===== config.mk =====
export PLATFORM = sky130hd
export DESIGN_NAME = srwb_mod
export DESIGN_NICKNAME = d
export VERILOG_FILES = /design/src/rtl/core/srwb_pkg.sv /design/src/rtl/core/srwb_mod.sv
export SDC_FILE = /design/constraint.sdc
export NUM_CORES = 1
export LEC_CHECK = 0
export BUFFER_PORTS_ARGS = -buffer_cell sky130_fd_sc_hd__buf_4
export CAP_MARGIN = 20
export CORE_MARGIN = 3
export CORE_UTILIZATION = 50
export DETAILED_ROUTE_END_ITERATION = 8
export MAX_ROUTING_LAYER = met4
export PLACE_DENSITY = 0.84
export SYNTH_ARGS = -nofsm -noshare
export SYNTH_HDL_FRONTEND = slang
export SYNTH_SLANG_ARGS = --single-unit
export TNS_END_PERCENT = 50

===== constraint.sdc =====
create_clock -name clk -period 4.6 [get_ports clk]
set_input_delay 1.15 -clock clk [delete_from_list [all_inputs] [get_ports clk]]
set_output_delay 1.15 -clock clk [all_outputs]
set_load 0.01 [all_outputs]

===== src/rtl/core/srwb_pkg.sv =====
package srwb_pkg;

  localparam int MAX_SLOTS = 64;
  localparam int SLOT_W = $clog2(MAX_SLOTS);
  localparam int PAYLOAD_BYTES = 1024;
  localparam int OFF_W = $clog2(PAYLOAD_BYTES);
  localparam int PAY_AW = SLOT_W + OFF_W;
  localparam int SIZE_W = 7;
  localparam int LEN_W = 11;
  localparam int SEQ_W = 32;
  localparam int CNT_W = $clog2(SEQ_W);

  localparam logic [2:0] REQ_INIT   = 3'd0;
  localparam logic [2:0] REQ_ADD    = 3'd1;
  localparam logic [2:0] REQ_READ   = 3'd2;
  localparam logic [2:0] REQ_REMOVE = 3'd3;
  localparam logic [2:0] REQ_SLIDE  = 3'd4;
  localparam logic [2:0] REQ_SETCUR = 3'd5;

  localparam logic [SIZE_W-1:0] SIZE_RESET = 7'd8;

endpackage


===== src/rtl/core/srwb_mod.sv =====
module srwb_mod (
  input  logic                        clk,
  input  logic                        rst,
  input  logic                        go,
  input  logic [srwb_pkg::SEQ_W-1:0]  dividend,
  input  logic [srwb_pkg::SIZE_W-1:0] divisor,
  output logic                        done,
  output logic [srwb_pkg::SLOT_W-1:0] rem_out
);
  import srwb_pkg::*;

  logic [SEQ_W-1:0]  sh;
  logic [SIZE_W-1:0] rem;
  logic [CNT_W-1:0]  cnt;
  logic              run;
  logic [SIZE_W-1:0] trial;
  logic [SIZE_W-1:0] rem_next;

  always_comb begin
    trial = {rem[SIZE_W-2:0], sh[SEQ_W-1]};
    rem_next = (trial >= divisor) ? trial - divisor : trial;
  end

  always_ff @(posedge clk) begin
    if (rst) begin
      run <= 1'b0;
      done <= 1'b0;
    end else begin
      done <= 1'b0;
      if (go) begin
        run <= 1'b1;
        sh <= dividend;
        rem <= '0;
        cnt <= '0;
      end else if (run) begin
        rem <= rem_next;
        sh <= {sh[SEQ_W-2:0], 1'b0};
        cnt <= cnt + 1'b1;
        if (cnt == CNT_W'(SEQ_W - 1)) begin
          run <= 1'b0;
          done <= 1'b1;
        end
      end
    end
  end

  assign rem_out = rem[SLOT_W-1:0];
endmodule


Word level (Yosys, flattened, before mapping)
Index checks and enable logic that the tools add are counted.

Flip-flop bits (word level): 45. Bits of input ports: 42. Output and inout port bits: 7. Logic and storage cells: 23.

$add $sub $neg: 2. Order comparisons: 1. Equal/unequal tests: 1. Muxes and demuxes: 9. Bitwise logic cells: 2. Reduce and logical (&&, ||, !) cells: 3.

Operators with widths (number): 2-to-1 mux 32 bit (2); 2-to-1 mux 6 bit (2); >= comparator 7 bit (1); subtractor 6 bit (1); adder 5 x 1 -> 5 bit, second input constant (1); equality test 5 bit, second input constant (1); 2-to-1 mux 5 bit (1); 2-to-1 mux 1 bit (4); OR reduction 3 bit (1); NOT 1 bit (2); AND reduction 2 bit (1); nonzero test 2 bit (1).

Longest topological paths before layout
Gate-level depths: netlist of run 1.

Depth after elaboration: 4. Mapped depth: 8. Mapped depth without buffers: 8.

Worst setup path before layout of run 1
OpenSTA, ideal clock, no wires.

Kind: input port to flip-flop. Start point: input port go. End point: register cnt[0] (enable). Arrival time: 3492 ps. Data required time: 4157 ps. Path slack: 665 ps. Cell stages on the path: 4. Path through: buf_2 clkbuf_1 nor2_1 nor2_1.

Word-level cells in the longest chain between the ends: 2.

RTL lines: start: declaration (line srwb_mod.sv:4) `input logic go,`; nonzero test 2 bit (no line); AND reduction 2 bit (no line); end signal: assignment (line srwb_mod.sv:38) `cnt <= cnt + 1'b1;`; end: declaration (line srwb_mod.sv:14) `logic [CNT_W-1:0] cnt;`.

No other way between the ends. A chain may end at the register's enable or synchronous reset.

Final worst setup path of run 1
Start point: input port divisor[1] in the netlist's numbering. End point: register rem[5] (data pin).

Word-level cells in the longest chain between the ends: 3.

RTL lines: start: declaration (line srwb_mod.sv:6) `input logic [srwb_pkg::SIZE_W-1:0] divisor,`; subtractor 6 bit or >= comparator 7 bit (tied branches) (line srwb_mod.sv:21) `rem_next = (trial >= divisor) ? trial - divisor : trial;`; 2-to-1 mux 6 bit (*) (line srwb_mod.sv:21); 2-to-1 mux 6 bit (*) (line srwb_mod.sv:35) `end else if (run) begin`; end signal: assignment (line srwb_mod.sv:36) `rem <= rem_next;`; end: declaration (line srwb_mod.sv:13) `logic [SIZE_W-1:0] rem;`.

Every way passes the cells marked *; elsewhere a longest branch is shown, timed or not. The select of a mux whose other input is x is not followed.

==> results of run 1 <==
==> cell type report <==
type                       instances  area [um2]
fill                             305        1403
sequential                        45        1331
multi-input combinational         93       849.6
timing repair buffer              49       380.4
clock buffer                       8       80.08
tap                               50       62.56
inverter                          10       37.54
==> metal layers <==
| layer | up-vias | track usage (%) |
|---|---|---|
| li1 | 672 | - |
| met1 | 618 | 18.58 |
| met2 | 41 | 25.55 |
| met3 | 12 | 4.959 |
| met4 | 0 | 6.762 |
| met5 | - | - |
==> worst paths after layout <==
kind | slack, ns | startpoint | end
worst min-delay path | 0.48 | run | done
worst max-delay path | 2.04 | divisor[1] | rem[5]
worst max register to register | 2.54 | rem[0] | rem[5]
worst min register to register | 0.48 | run | done
==> where the power goes <==
| group | switching [mW] | internal [mW] |
|---|---|---|
| clock | 0.121 | 0.108 |
| combinational | 0.0709 | 0.0855 |
| sequential | 0.0113 | 0.485 |
==> logic make-up after synthesis <==
| family | synth area share, % |
|---|---|
| buffers and inverters | 2.744 |
| and+or+nand+nor | 6.271 |
| muxes | 16.07 |
| xor gates and xnor gates | 1.568 |
| adders and majority gates | 6.495 |
| DFF | 59.57 |
| AOI/OAI and AO/OA | 7.279 |
==> cell usage after synthesis, types with 2 or more instances <==
| cell type | count |
|---|---|
| sky130_fd_sc_hd__buf_2 | 4 |
| sky130_fd_sc_hd__ha_1 | 10 |
| sky130_fd_sc_hd__mux2_2 | 31 |
| sky130_fd_sc_hd__nand2_1 | 4 |
| sky130_fd_sc_hd__o21a_1 | 3 |
| sky130_fd_sc_hd__nor2b_1 | 4 |
| sky130_fd_sc_hd__o21ai_0 | 2 |
| sky130_fd_sc_hd__a21oi_1 | 3 |
| sky130_fd_sc_hd__edfxtp_1 | 43 |
| sky130_fd_sc_hd__xnor2_1 | 3 |
| sky130_fd_sc_hd__nand2b_1 | 2 |
| sky130_fd_sc_hd__inv_1 | 10 |
| sky130_fd_sc_hd__nor2_1 | 7 |
| sky130_fd_sc_hd__dfxtp_1 | 2 |
| sky130_fd_sc_hd__a211oi_1 | 2 |
==> state kept, by name, indices dropped and copies added (netlist names) <==
signal / count
done: 1
rem: 6
sh: 32
run: 1
cnt: 5
==> per-stage QoR <==
step | worst slack, ns | instances | utilization [%] | hold WS, ns | power, mW
detailed placement | 1.504 | 246 | 63.74 | 0.4575 | 0.6614
global route | 1.946 | 255 | 66.15 | 0.4910 | 0.9261
CTS | 1.828 | 254 | 65.67 | 0.4757 | 0.8871
finish | 2.040 | 255 | 66.15 | 0.4758 | 0.8822
floorplan | 0.6646 | 153 | - | 0.4442 | 0.6035
global placement | 1.633 | 246 | 63.74 | 0.4552 | 0.6513
==> worst max-delay path, stage by stage <==
cell,delay [ns]
sky130_fd_sc_hd__buf_4,0.09
sky130_fd_sc_hd__inv_1,0.04
sky130_fd_sc_hd__ha_1,0.32
sky130_fd_sc_hd__nor2b_1,0.16
sky130_fd_sc_hd__o31ai_1,0.33
sky130_fd_sc_hd__a21boi_1,0.15
sky130_fd_sc_hd__nor3_1,0.23
sky130_fd_sc_hd__o32ai_2,0.13
==> cell usage in the layout (no fill, tap or decap), types with 3 or more instances in the layout <==
cell type and n:
sky130_fd_sc_hd__a21oi_1 3, sky130_fd_sc_hd__buf_4 48, sky130_fd_sc_hd__clkbuf_1 3, sky130_fd_sc_hd__clkbuf_8 5, sky130_fd_sc_hd__edfxtp_1 43, sky130_fd_sc_hd__ha_1 10, sky130_fd_sc_hd__inv_1 10, sky130_fd_sc_hd__mux2_2 31
sky130_fd_sc_hd__nand2_1 4, sky130_fd_sc_hd__nor2_1 6, sky130_fd_sc_hd__nor2b_1 4, sky130_fd_sc_hd__o21a_1 3, sky130_fd_sc_hd__xnor2_1 3
==> report_table.html, run 1 <==
<table>
<tr><th>Metric</th><th>Value</th></tr>
<tr><th colspan="2">Place</th></tr>
<tr><td>RD Place Congestion</td><td>around 0.84</td></tr>
<tr><td>Placed inst area</td><td>roughly 2600 um2</td></tr>
<tr><td>Sum of net half-perimeters after detailed placement</td><td>between 2 and 3 mm</td></tr>
<tr><td>Port Buf Inserts</td><td>48</td></tr>
<tr><th colspan="2">GRT</th></tr>
<tr><td>Remaining global-route overflow</td><td>0</td></tr>
<tr><td>Initial antenna violation count</td><td>0</td></tr>
<tr><td>Combined global-route utilization of all metal layers</td><td>between 10% and 20%</td></tr>
<tr><td>Pin count of the biggest net entering global routing</td><td>between 40 and 50</td></tr>
<tr><td>Global-route wire length before repair</td><td>roughly 6.3 mm</td></tr>
<tr><td>Vias in the first global route</td><td>roughly 1400</td></tr>
<tr><th colspan="2">Die</th></tr>
<tr><td>Placeable core region</td><td>4144 um2</td></tr>
<tr><td>Number of rows in the core area</td><td>23</td></tr>
<tr><td>Starting density of the core</td><td>between 50% and 60%</td></tr>
<tr><td>Height of the die</td><td>between 70 and 80 um</td></tr>
<tr><td>IO Pins</td><td>49</td></tr>
<tr><td>Total die area</td><td>roughly 5300 um2</td></tr>
<tr><td>Chip width</td><td>72.85 um</td></tr>
<tr><th colspan="2">Logic synthesis</th></tr>
<tr><td>Number of flops mapped to enable cells by yosys</td><td>43</td></tr>
<tr><td>FFs w/ async S/R, synth</td><td>0%</td></tr>
<tr><td>Share of Yosys cell area claimed by the top area cell type</td><td>~58%</td></tr>
<tr><td>Number of unique standard cell types used by synthesis</td><td>38</td></tr>
<tr><td>Summed instance area of the synthesized netlist</td><td>2235 um2</td></tr>
<tr><td>Warnings, synthesis</td><td>0</td></tr>
<tr><td>Post-synthesis instance total</td><td>between 150 and 200</td></tr>
<tr><td>Top cells by area, synth</td><td>sky130_fd_sc_hd__edfxtp_1 58%, sky130_fd_sc_hd__mux2_2 16%, sky130_fd_sc_hd__ha_1 5.6%</td></tr>
<tr><td>Syn Nets</td><td>206</td></tr>
<tr><td>Post-synth top flop</td><td>sky130_fd_sc_hd__edfxtp_1</td></tr>
<tr><td>Sequential element share of the synthesized area</td><td>59.57%</td></tr>
<tr><td>Biggest area consumer among synthesized cells</td><td>sky130_fd_sc_hd__edfxtp_1</td></tr>
<tr><td>Total of flip-flops plus latches after synthesis</td><td>45</td></tr>
<tr><td>Synthesized area per cell</td><td>approximately 15 um2</td></tr>
<tr><th colspan="2">Clocking</th></tr>
<tr><td>Clock tree from TritonCTS</td><td>yes</td></tr>
<tr><td>Count of buffers added by post-CTS timing repair for setup</td><td>0</td></tr>
<tr><td>Resized Gates After CTS</td><td>0</td></tr>
<tr><td>Worst-skew pair later-pin latency</td><td>~0.29 ns</td></tr>
<tr><td>H-tree levels</td><td>2</td></tr>
<tr><td>CTS clock-pin slew for the worst setup and hold paths</td><td>roughly 0.080 ns</td></tr>
<tr><td>Number of buffers created by CTS</td><td>5</td></tr>
<tr><td>Maximum clock insertion buffer count</td><td>2</td></tr>
<tr><td>Num Clock Sinks</td><td>45</td></tr>
<tr><td>CTS Root Cell</td><td>sky130_fd_sc_hd__clkbuf_8</td></tr>
<tr><td>Post-CTS Hold Buffers</td><td>0</td></tr>
<tr><th colspan="2">Worst setup path</th></tr>
<tr><td>Largest fanout of any net on the critical path</td><td>2</td></tr>
<tr><td>CP required</td><td>between 4 and 5 ns</td></tr>
<tr><td>CP endpoint kind</td><td>flop</td></tr>
<tr><td>Startpoint type of the worst setup path</td><td>primary input</td></tr>
<tr><td>Arrival time of data at the critical path endpoint</td><td>around 2.6 ns</td></tr>
<tr><td>Category of the most critical setup path</td><td>primary input to flop</td></tr>
<tr><td>Number of cell instances on the worst register-to-register path</td><td>6</td></tr>
<tr><th colspan="2">Routing</th></tr>
<tr><td>Number of iterations in the first detailed-routing pass</td><td>3</td></tr>
<tr><td>Met1 layer wirelength in the final routing</td><td>roughly 1.7 mm</td></tr>
<tr><td>Length of routed met3 wiring</td><td>259 um</td></tr>
<tr><td>Via density</td><td>~5.3</td></tr>
<tr><td>Highest metal layer with signal wires</td><td>met4</td></tr>
<tr><td>Via count</td><td>between 1000 and 1500</td></tr>
<tr><td>WL final</td><td>~3.9 mm</td></tr>
<tr><td>Initial detailed-routing violation count</td><td>58</td></tr>
<tr><td>Post-detailed-route DRC marker count</td><td>0</td></tr>
<tr><td>Routed wirelength normalized by instance count</td><td>between 15 and 20 um</td></tr>
<tr><td>Post-detailed-route count of antenna-violating nets</td><td>0</td></tr>
<tr><td>Met2 WL</td><td>between 1.5 and 2 mm</td></tr>
<tr><th colspan="2">Power</th></tr>
<tr><td>Max IR drop VDD</td><td>0.0002654 V</td></tr>
<tr><td>Total power divided by cell area</td><td>between 300 and 400 nW/um2</td></tr>
<tr><td>Leakage power total</td><td>1.085 nW</td></tr>
<tr><th colspan="2">Timing</th></tr>
<tr><td>Worst-case headroom to the max-slew limit</td><td>67.64%</td></tr>
<tr><td>Setup repair after global routing missed its margin</td><td>false</td></tr>
<tr><td># setup viols final</td><td>0</td></tr>
<tr><td>Final Hold Violating Endpoints</td><td>0</td></tr>
<tr><td>Worst slew pin tran</td><td>approximately 0.49 ns</td></tr>
<tr><td>Clock skew after layout</td><td>~0.0074 ns</td></tr>
<tr><td>Min cycle time layout</td><td>roughly 2.6 ns</td></tr>
<tr><td>Post-route fraction of the period consumed by the critical path</td><td>between 50% and 60%</td></tr>
<tr><td>Number of max-slew violations in the final report</td><td>0</td></tr>
<tr><td>Post-Route Setup TNS</td><td>0 ns</td></tr>
<tr><td>Maximum clock frequency</td><td>0.3906 GHz</td></tr>
<tr><th colspan="2">Cells and area</th></tr>
<tr><td>Final Instance Area</td><td>roughly 2700 um2</td></tr>
<tr><td>Area added between synthesis and finish</td><td>22.68%</td></tr>
<tr><td>Antenna diode count</td><td>0</td></tr>
<tr><td>Nets@finish</td><td>roughly 260</td></tr>
<tr><td>Share of cells above drive strength 1</td><td>between 40 and 50%</td></tr>
<tr><th colspan="2">Outcome</th></tr>
<tr><td>Status</td><td>complete, no violations</td></tr>
<tr><th colspan="2">Min path</th></tr>
<tr><td>Number of cells traversed by the worst hold path</td><td>1</td></tr>
<tr><td>Min-delay worst type</td><td>flop to flop</td></tr>
<tr><th colspan="2">Run</th></tr>
<tr><td>Max Cap Viol</td><td>0</td></tr>
</table>
Note: power is estimated with default switching activity, not from simulation.
==> inputs of run 2 (changes only) <==
Clock period 4.6 ns to 2.4 ns, I/O delays scaled along.
==> report_table.html, run 2 (synthesized netlist as in run 1, its figures left out) <==
<table>
<tr><th>Metric</th><th>Value</th></tr>
<tr><th colspan="2">Routing</th></tr>
<tr><td>Via density</td><td>approximately 5.5</td></tr>
<tr><td>Post-detailed-route DRC marker count</td><td>0</td></tr>
<tr><td>WL final</td><td>roughly 4.1 mm</td></tr>
<tr><td>Initial detailed-routing violation count</td><td>between 50 and 60</td></tr>
<tr><td>Post-detailed-route count of antenna-violating nets</td><td>0</td></tr>
<tr><td>Via count</td><td>around 1400</td></tr>
<tr><td>Routed wirelength normalized by instance count</td><td>about 16 um</td></tr>
<tr><td>Number of iterations in the first detailed-routing pass</td><td>4</td></tr>
<tr><th colspan="2">Timing</th></tr>
<tr><td>Setup repair after global routing missed its margin</td><td>false</td></tr>
<tr><td>Worst-case headroom to the max-slew limit</td><td>between 70% and 80%</td></tr>
<tr><td>Maximum clock frequency</td><td>slightly below 0.5 GHz</td></tr>
<tr><td>Clock skew after layout</td><td>between 0.006 and 0.007 ns</td></tr>
<tr><td>Post-route fraction of the period consumed by the critical path</td><td>86.30%</td></tr>
<tr><td>Number of max-slew violations in the final report</td><td>0</td></tr>
<tr><td>Post-Route Setup TNS</td><td>0 ns</td></tr>
<tr><td># setup viols final</td><td>0</td></tr>
<tr><td>Minimum hold slack</td><td>between 0.4 and 0.5 ns</td></tr>
<tr><td>Min cycle time layout</td><td>~2.1 ns</td></tr>
<tr><td>Fin worst setup slack</td><td>0.3289 ns</td></tr>
<tr><td>Worst slew pin tran</td><td>slightly above 0.4 ns</td></tr>
<tr><td>Final Hold Violating Endpoints</td><td>0</td></tr>
<tr><th colspan="2">Worst setup path</th></tr>
<tr><td>Critical-path cell list</td><td>ha_1 &gt; nor2b_1 &gt; o31ai_1 &gt; a21boi_1 &gt; nor3_1 &gt; o32ai_2</td></tr>
<tr><td>Library cell contributing the largest single delay on the critical path</td><td>sky130_fd_sc_hd__edfxtp_1</td></tr>
<tr><td>Maximum cell stage delay along the critical path</td><td>between 0.4 and 0.5 ns</td></tr>
<tr><td>Category of the most critical setup path</td><td>flop to flop</td></tr>
<tr><td>CP endpoint kind</td><td>flop</td></tr>
<tr><td>WP buf/inv</td><td>0</td></tr>
<tr><td>Kind of cell adding the most delay to the critical path</td><td>compound AO/OA/AOI/OAI gates</td></tr>
<tr><td>Startpoint type of the worst setup path</td><td>flop</td></tr>
<tr><td>Arrival time of data at the critical path endpoint</td><td>roughly 2.1 ns</td></tr>
<tr><td>CP required</td><td>2.43 ns</td></tr>
<tr><td>Largest fanout of any net on the critical path</td><td>4</td></tr>
<tr><th colspan="2">Place</th></tr>
<tr><td>RD Place Congestion</td><td>0.8883</td></tr>
<tr><td>Sum of net half-perimeters after detailed placement</td><td>~3.0 mm</td></tr>
<tr><td>Placed cells</td><td>about 250</td></tr>
<tr><td>Placed inst area</td><td>about 2700 um2</td></tr>
<tr><td>Worst setup timing slack at the placement stage</td><td>approximately 0.087 ns</td></tr>
<tr><td>Port Buf Inserts</td><td>48</td></tr>
<tr><th colspan="2">Clocking</th></tr>
<tr><td>Clock tree from TritonCTS</td><td>yes</td></tr>
<tr><td>Worst-skew pair later-pin latency</td><td>roughly 0.29 ns</td></tr>
<tr><td>Count of buffers added by post-CTS timing repair for setup</td><td>0</td></tr>
<tr><td>CTS clock-pin slew for the worst setup and hold paths</td><td>0.09 ns</td></tr>
<tr><td>Num Clock Sinks</td><td>45</td></tr>
<tr><td>CTS Root Cell</td><td>sky130_fd_sc_hd__clkbuf_8</td></tr>
<tr><td>Number of buffers created by CTS</td><td>5</td></tr>
<tr><td>Resized Gates After CTS</td><td>0</td></tr>
<tr><td>Maximum clock insertion buffer count</td><td>2</td></tr>
<tr><td>H-tree levels</td><td>2</td></tr>
<tr><td>Post-CTS Hold Buffers</td><td>0</td></tr>
<tr><th colspan="2">Cells and area</th></tr>
<tr><td>Largest registers</td><td>sh x32, rem x6, cnt x5</td></tr>
<tr><td>Core occupancy in the finished layout</td><td>66.97%</td></tr>
<tr><td>Max FFs per register</td><td>32</td></tr>
<tr><td>Largest register by flop count</td><td>sh</td></tr>
<tr><td>Top library cells by usage in the layout, fill and taps aside</td><td>51 x sky130_fd_sc_hd__buf_4, 43 x sky130_fd_sc_hd__edfxtp_1, 31 x sky130_fd_sc_hd__mux2_2, 10 x sky130_fd_sc_hd__inv_1, 10 x sky130_fd_sc_hd__ha_1</td></tr>
<tr><td>Antenna diode count</td><td>0</td></tr>
<tr><td>Post-route insts no fill</td><td>257</td></tr>
<tr><td>Share of cells above drive strength 1</td><td>around 47%</td></tr>
<tr><td>Nets@finish</td><td>between 200 and 300</td></tr>
<tr><td>Most frequent standard cell in the layout excluding fill and tap cells</td><td>sky130_fd_sc_hd__buf_4</td></tr>
<tr><td>Area added between synthesis and finish</td><td>24.19%</td></tr>
<tr><td>Final Instance Area</td><td>~2800 um2</td></tr>
<tr><th colspan="2">Outcome</th></tr>
<tr><td>Status</td><td>complete, no violations</td></tr>
<tr><th colspan="2">Die</th></tr>
<tr><td>Total die area</td><td>between 5000 and 6000 um2</td></tr>
<tr><td>Height of the die</td><td>72.85 um</td></tr>
<tr><td>Starting density of the core</td><td>53.93%</td></tr>
<tr><td>Number of rows in the core area</td><td>23</td></tr>
<tr><td>Chip width</td><td>72.85 um</td></tr>
<tr><td>Placeable core region</td><td>between 4000 and 5000 um2</td></tr>
<tr><td>IO Pins</td><td>between 40 and 50</td></tr>
<tr><th colspan="2">GRT</th></tr>
<tr><td>Initial antenna violation count</td><td>0</td></tr>
<tr><td>Remaining global-route overflow</td><td>0</td></tr>
<tr><td>Pin count of the biggest net entering global routing</td><td>31</td></tr>
<tr><td>Vias in the first global route</td><td>approximately 1500</td></tr>
<tr><td>Global-route wire length before repair</td><td>between 6 and 7 mm</td></tr>
<tr><td>Combined global-route utilization of all metal layers</td><td>roughly 17%</td></tr>
<tr><th colspan="2">Power</th></tr>
<tr><td>Total power divided by cell area</td><td>656.5 nW/um2</td></tr>
<tr><td>Leakage power total</td><td>1.107 nW</td></tr>
<tr><td>Max IR drop VDD</td><td>~0.00045 V</td></tr>
<tr><td>Power Total</td><td>approximately 1.8 mW</td></tr>
<tr><th colspan="2">Min path</th></tr>
<tr><td>Min-delay worst type</td><td>flop to flop</td></tr>
<tr><th colspan="2">Run</th></tr>
<tr><td>Max Cap Viol</td><td>0</td></tr>
</table>
==> run 2: changes by cell type in the layout (fill, tap and decap cells not counted), sizes merged <==
cell	before	now
buf	49	51
bufinv	0	1
clkbuf	8	6
clkinv	0	1
==> run 2: worst register-to-register path, stage by stage, from the launching register on <==
cell and delay, ns:
sky130_fd_sc_hd__edfxtp_1 0.46, sky130_fd_sc_hd__ha_1 0.34, sky130_fd_sc_hd__nor2b_1 0.16, sky130_fd_sc_hd__o31ai_1 0.36
sky130_fd_sc_hd__a21boi_1 0.15, sky130_fd_sc_hd__nor3_1 0.22, sky130_fd_sc_hd__o32ai_2 0.13
==> run 2: power by group <==
group	internal (mW)	switching, mW
combinational	0.164	0.139
clock	0.313	0.254
sequential	0.930	0.0231
==> run 2: final timing paths <==
kind / depth (start not counted) / slack [ns] / from / end
max reg2reg: 6 / 0.33 / rem[0] / rem[5]
min: 1 / 0.48 / run / done
max: 6 / 0.33 / rem[0] / rem[5]
min reg2reg: 1 / 0.48 / run / done
==> run 2: final cells by class <==
cell class	instances	area [um2]
fillers	301	1369
clock inverters	2	38.79
clock buffers	6	72.57
well taps	50	62.56
repair buffers	51	382.9
multi-input cells	93	849.6
flip-flops and latches	45	1331
inverters	10	37.54
==> run 2: metal layers <==
| metal | vias up | part of all wire (%) | global-route usage [%] |
|---|---|---|---|
| met3 | 6 | 4.4 | 3.444 |
| li1 | 676 | - | - |
| met2 | 41 | 53 | 28.36 |
| met5 | - | 0 | - |
| met1 | 679 | 41 | 20.27 |
| met4 | 0 | 1.8 | 6.148 |
==> inputs of run 3 (changes only) <==
Settings changed: PLACE_DENSITY 0.84 to 0.74.
==> report_table.html, run 3 (synthesized netlist as in run 1, its figures left out) <==
<table>
<tr><th>Metric</th><th>Value</th></tr>
<tr><th colspan="2">Outcome</th></tr>
<tr><td>Status</td><td>complete, no violations</td></tr>
<tr><th colspan="2">Place</th></tr>
<tr><td>Port Buf Inserts</td><td>48</td></tr>
<tr><td>RD Place Congestion</td><td>between 0.8 and 0.9</td></tr>
<tr><td>Sum of net half-perimeters after detailed placement</td><td>between 2 and 3 mm</td></tr>
<tr><td>Placed inst area</td><td>approximately 2700 um2</td></tr>
<tr><th colspan="2">Timing</th></tr>
<tr><td># setup viols final</td><td>0</td></tr>
<tr><td>Post-Route Setup TNS</td><td>0 ns</td></tr>
<tr><td>Clock skew after layout</td><td>between 0.007 and 0.008 ns</td></tr>
<tr><td>Worst-case headroom to the max-slew limit</td><td>~70%</td></tr>
<tr><td>Final Hold Violating Endpoints</td><td>0</td></tr>
<tr><td>Worst slew pin tran</td><td>~0.42 ns</td></tr>
<tr><td>Minimum hold slack</td><td>roughly 0.47 ns</td></tr>
<tr><td>Min cycle time layout</td><td>approximately 2.1 ns</td></tr>
<tr><td>Post-route fraction of the period consumed by the critical path</td><td>between 80% and 90%</td></tr>
<tr><td>Maximum clock frequency</td><td>0.4847 GHz</td></tr>
<tr><td>Setup repair after global routing missed its margin</td><td>false</td></tr>
<tr><td>Number of max-slew violations in the final report</td><td>0</td></tr>
<tr><th colspan="2">Clocking</th></tr>
<tr><td>H-tree levels</td><td>2</td></tr>
<tr><td>CTS Root Cell</td><td>sky130_fd_sc_hd__clkbuf_8</td></tr>
<tr><td>Post-CTS Hold Buffers</td><td>0</td></tr>
<tr><td>Count of buffers added by post-CTS timing repair for setup</td><td>0</td></tr>
<tr><td>Resized Gates After CTS</td><td>0</td></tr>
<tr><td>CTS clock-pin slew for the worst setup and hold paths</td><td>0.08 ns</td></tr>
<tr><td>Clock tree from TritonCTS</td><td>yes</td></tr>
<tr><td>Number of buffers created by CTS</td><td>5</td></tr>
<tr><td>Num Clock Sinks</td><td>45</td></tr>
<tr><td>Worst-skew pair later-pin latency</td><td>approximately 0.29 ns</td></tr>
<tr><td>Maximum clock insertion buffer count</td><td>2</td></tr>
<tr><th colspan="2">Die</th></tr>
<tr><td>Number of rows in the core area</td><td>23</td></tr>
<tr><td>Chip width</td><td>around 73 um</td></tr>
<tr><td>Placeable core region</td><td>between 4000 and 5000 um2</td></tr>
<tr><td>Starting density of the core</td><td>between 50% and 60%</td></tr>
<tr><td>IO Pins</td><td>49</td></tr>
<tr><td>Total die area</td><td>5307 um2</td></tr>
<tr><td>Height of the die</td><td>about 73 um</td></tr>
<tr><th colspan="2">Routing</th></tr>
<tr><td>Post-detailed-route count of antenna-violating nets</td><td>0</td></tr>
<tr><td>Routed wirelength normalized by instance count</td><td>approximately 16 um</td></tr>
<tr><td>Post-detailed-route DRC marker count</td><td>0</td></tr>
<tr><td>Initial detailed-routing violation count</td><td>73</td></tr>
<tr><td>WL final</td><td>4.039 mm</td></tr>
<tr><td>Via density</td><td>between 5 and 6</td></tr>
<tr><td>Via count</td><td>around 1400</td></tr>
<tr><td>Number of iterations in the first detailed-routing pass</td><td>4</td></tr>
<tr><th colspan="2">Cells and area</th></tr>
<tr><td>Antenna diode count</td><td>0</td></tr>
<tr><td>Largest register by flop count</td><td>sh</td></tr>
<tr><td>Area added between synthesis and finish</td><td>23.96%</td></tr>
<tr><td>Layout filler cell count</td><td>between 300 and 400</td></tr>
<tr><td>FF+latch area</td><td>1331 um2</td></tr>
<tr><td>Nets@finish</td><td>about 260</td></tr>
<tr><td>Top library cells by usage in the layout, fill and taps aside</td><td>49 x sky130_fd_sc_hd__buf_4, 43 x sky130_fd_sc_hd__edfxtp_1, 31 x sky130_fd_sc_hd__mux2_2, 10 x sky130_fd_sc_hd__inv_1, 10 x sky130_fd_sc_hd__ha_1</td></tr>
<tr><td>Area occupied by multi-input gates</td><td>849.6 um2</td></tr>
<tr><td>Most frequent standard cell in the layout excluding fill and tap cells</td><td>sky130_fd_sc_hd__buf_4</td></tr>
<tr><td>Max FFs per register</td><td>32</td></tr>
<tr><td>Final Instance Area</td><td>between 2000 and 3000 um2</td></tr>
<tr><td>Largest registers</td><td>sh x32, rem x6, cnt x5</td></tr>
<tr><td>Share of cells above drive strength 1</td><td>46.38%</td></tr>
<tr><th colspan="2">Worst setup path</th></tr>
<tr><td>Largest fanout of any net on the critical path</td><td>4</td></tr>
<tr><td>Startpoint type of the worst setup path</td><td>flop</td></tr>
<tr><td>CP endpoint kind</td><td>flop</td></tr>
<tr><td>Arrival time of data at the critical path endpoint</td><td>2.10 ns</td></tr>
<tr><td>Maximum cell stage delay along the critical path</td><td>~0.44 ns</td></tr>
<tr><td>Library cell contributing the largest single delay on the critical path</td><td>sky130_fd_sc_hd__edfxtp_1</td></tr>
<tr><td>Critical-path cell list</td><td>ha_1 &gt; nor2b_1 &gt; o31ai_1 &gt; a21boi_1 &gt; nor3_1 &gt; o32ai_2</td></tr>
<tr><td>CP required</td><td>about 2.4 ns</td></tr>
<tr><td>Category of the most critical setup path</td><td>flop to flop</td></tr>
<tr><th colspan="2">GRT</th></tr>
<tr><td>Vias in the first global route</td><td>approximately 1500</td></tr>
<tr><td>Combined global-route utilization of all metal layers</td><td>about 17%</td></tr>
<tr><td>Remaining global-route overflow</td><td>0</td></tr>
<tr><td>Global-route wire length before repair</td><td>~6.8 mm</td></tr>
<tr><td>Initial antenna violation count</td><td>0</td></tr>
<tr><td>Pin count of the biggest net entering global routing</td><td>28</td></tr>
<tr><th colspan="2">Min path</th></tr>
<tr><td>Min-delay worst type</td><td>flop to flop</td></tr>
<tr><th colspan="2">Power</th></tr>
<tr><td>Max IR drop VDD</td><td>between 0.0004 and 0.0005 V</td></tr>
<tr><td>Leakage power total</td><td>approximately 1.1 nW</td></tr>
<tr><td>Total power divided by cell area</td><td>roughly 610 nW/um2</td></tr>
<tr><th colspan="2">Run</th></tr>
<tr><td>Max Cap Viol</td><td>0</td></tr>
</table>
-- run 3: final timing paths --
check | start | endpoint | slack [ns] | cells past startpoint
max | rem[0] | rem[5] | 0.34 | 6
min | run | done | 0.47 | 1
max reg2reg | rem[0] | rem[5] | 0.34 | 6
min reg2reg | run | done | 0.47 | 1
-- run 3: per-stage QoR --
stage / setup WS (ns) / util, % / cells / total power [mW]
3_5_place_dp: 0.1323 / 64.89 / 249 / 1.279
2_1_floorplan: 0.1865 / - / 153 / 1.156
6_report: 0.3368 / 66.85 / 257 / 1.696
4_1_cts: 0.4047 / 66.85 / 257 / 1.714
5_1_grt: 0.2654 / 66.85 / 257 / 1.788
3_3_place_gp: 0.2191 / 64.89 / 249 / 1.258
-- run 3: final cells by class --
class	count	area share, %
clock buffers	5	2.484
clock inverters	3	0.4517
inverters	10	1.355
multi-input cells	93	30.67
flip-flops and latches	45	48.06
well taps	50	2.258
repair buffers	51	14.72
-- run 3: per-layer routing --
layer / vias to the layer above / global-route usage [%] / routed length, um
met3: 10 / 4.959 / 242
li1: 679 / - / -
met1: 667 / 22.55 / 1723
met5: - / - / 0
met4: 0 / 5.533 / 68
met2: 52 / 26.35 / 2005
-- run 3: critical path: cells and delay by family, from the launching register on --
kind	cells	cell delay [ns]
simple gates	2	0.38
fa+ha+maj	1	0.33
flops	1	0.44
compound gates	3	0.65
-- run 3: where the power goes --
group / total, mW / switching, mW / internal, mW
sequential: 0.952 / 0.0222 / 0.930
combinational: 0.310 / 0.140 / 0.170
clock: 0.435 / 0.239 / 0.196
total: 1.70 / 0.401 / 1.30
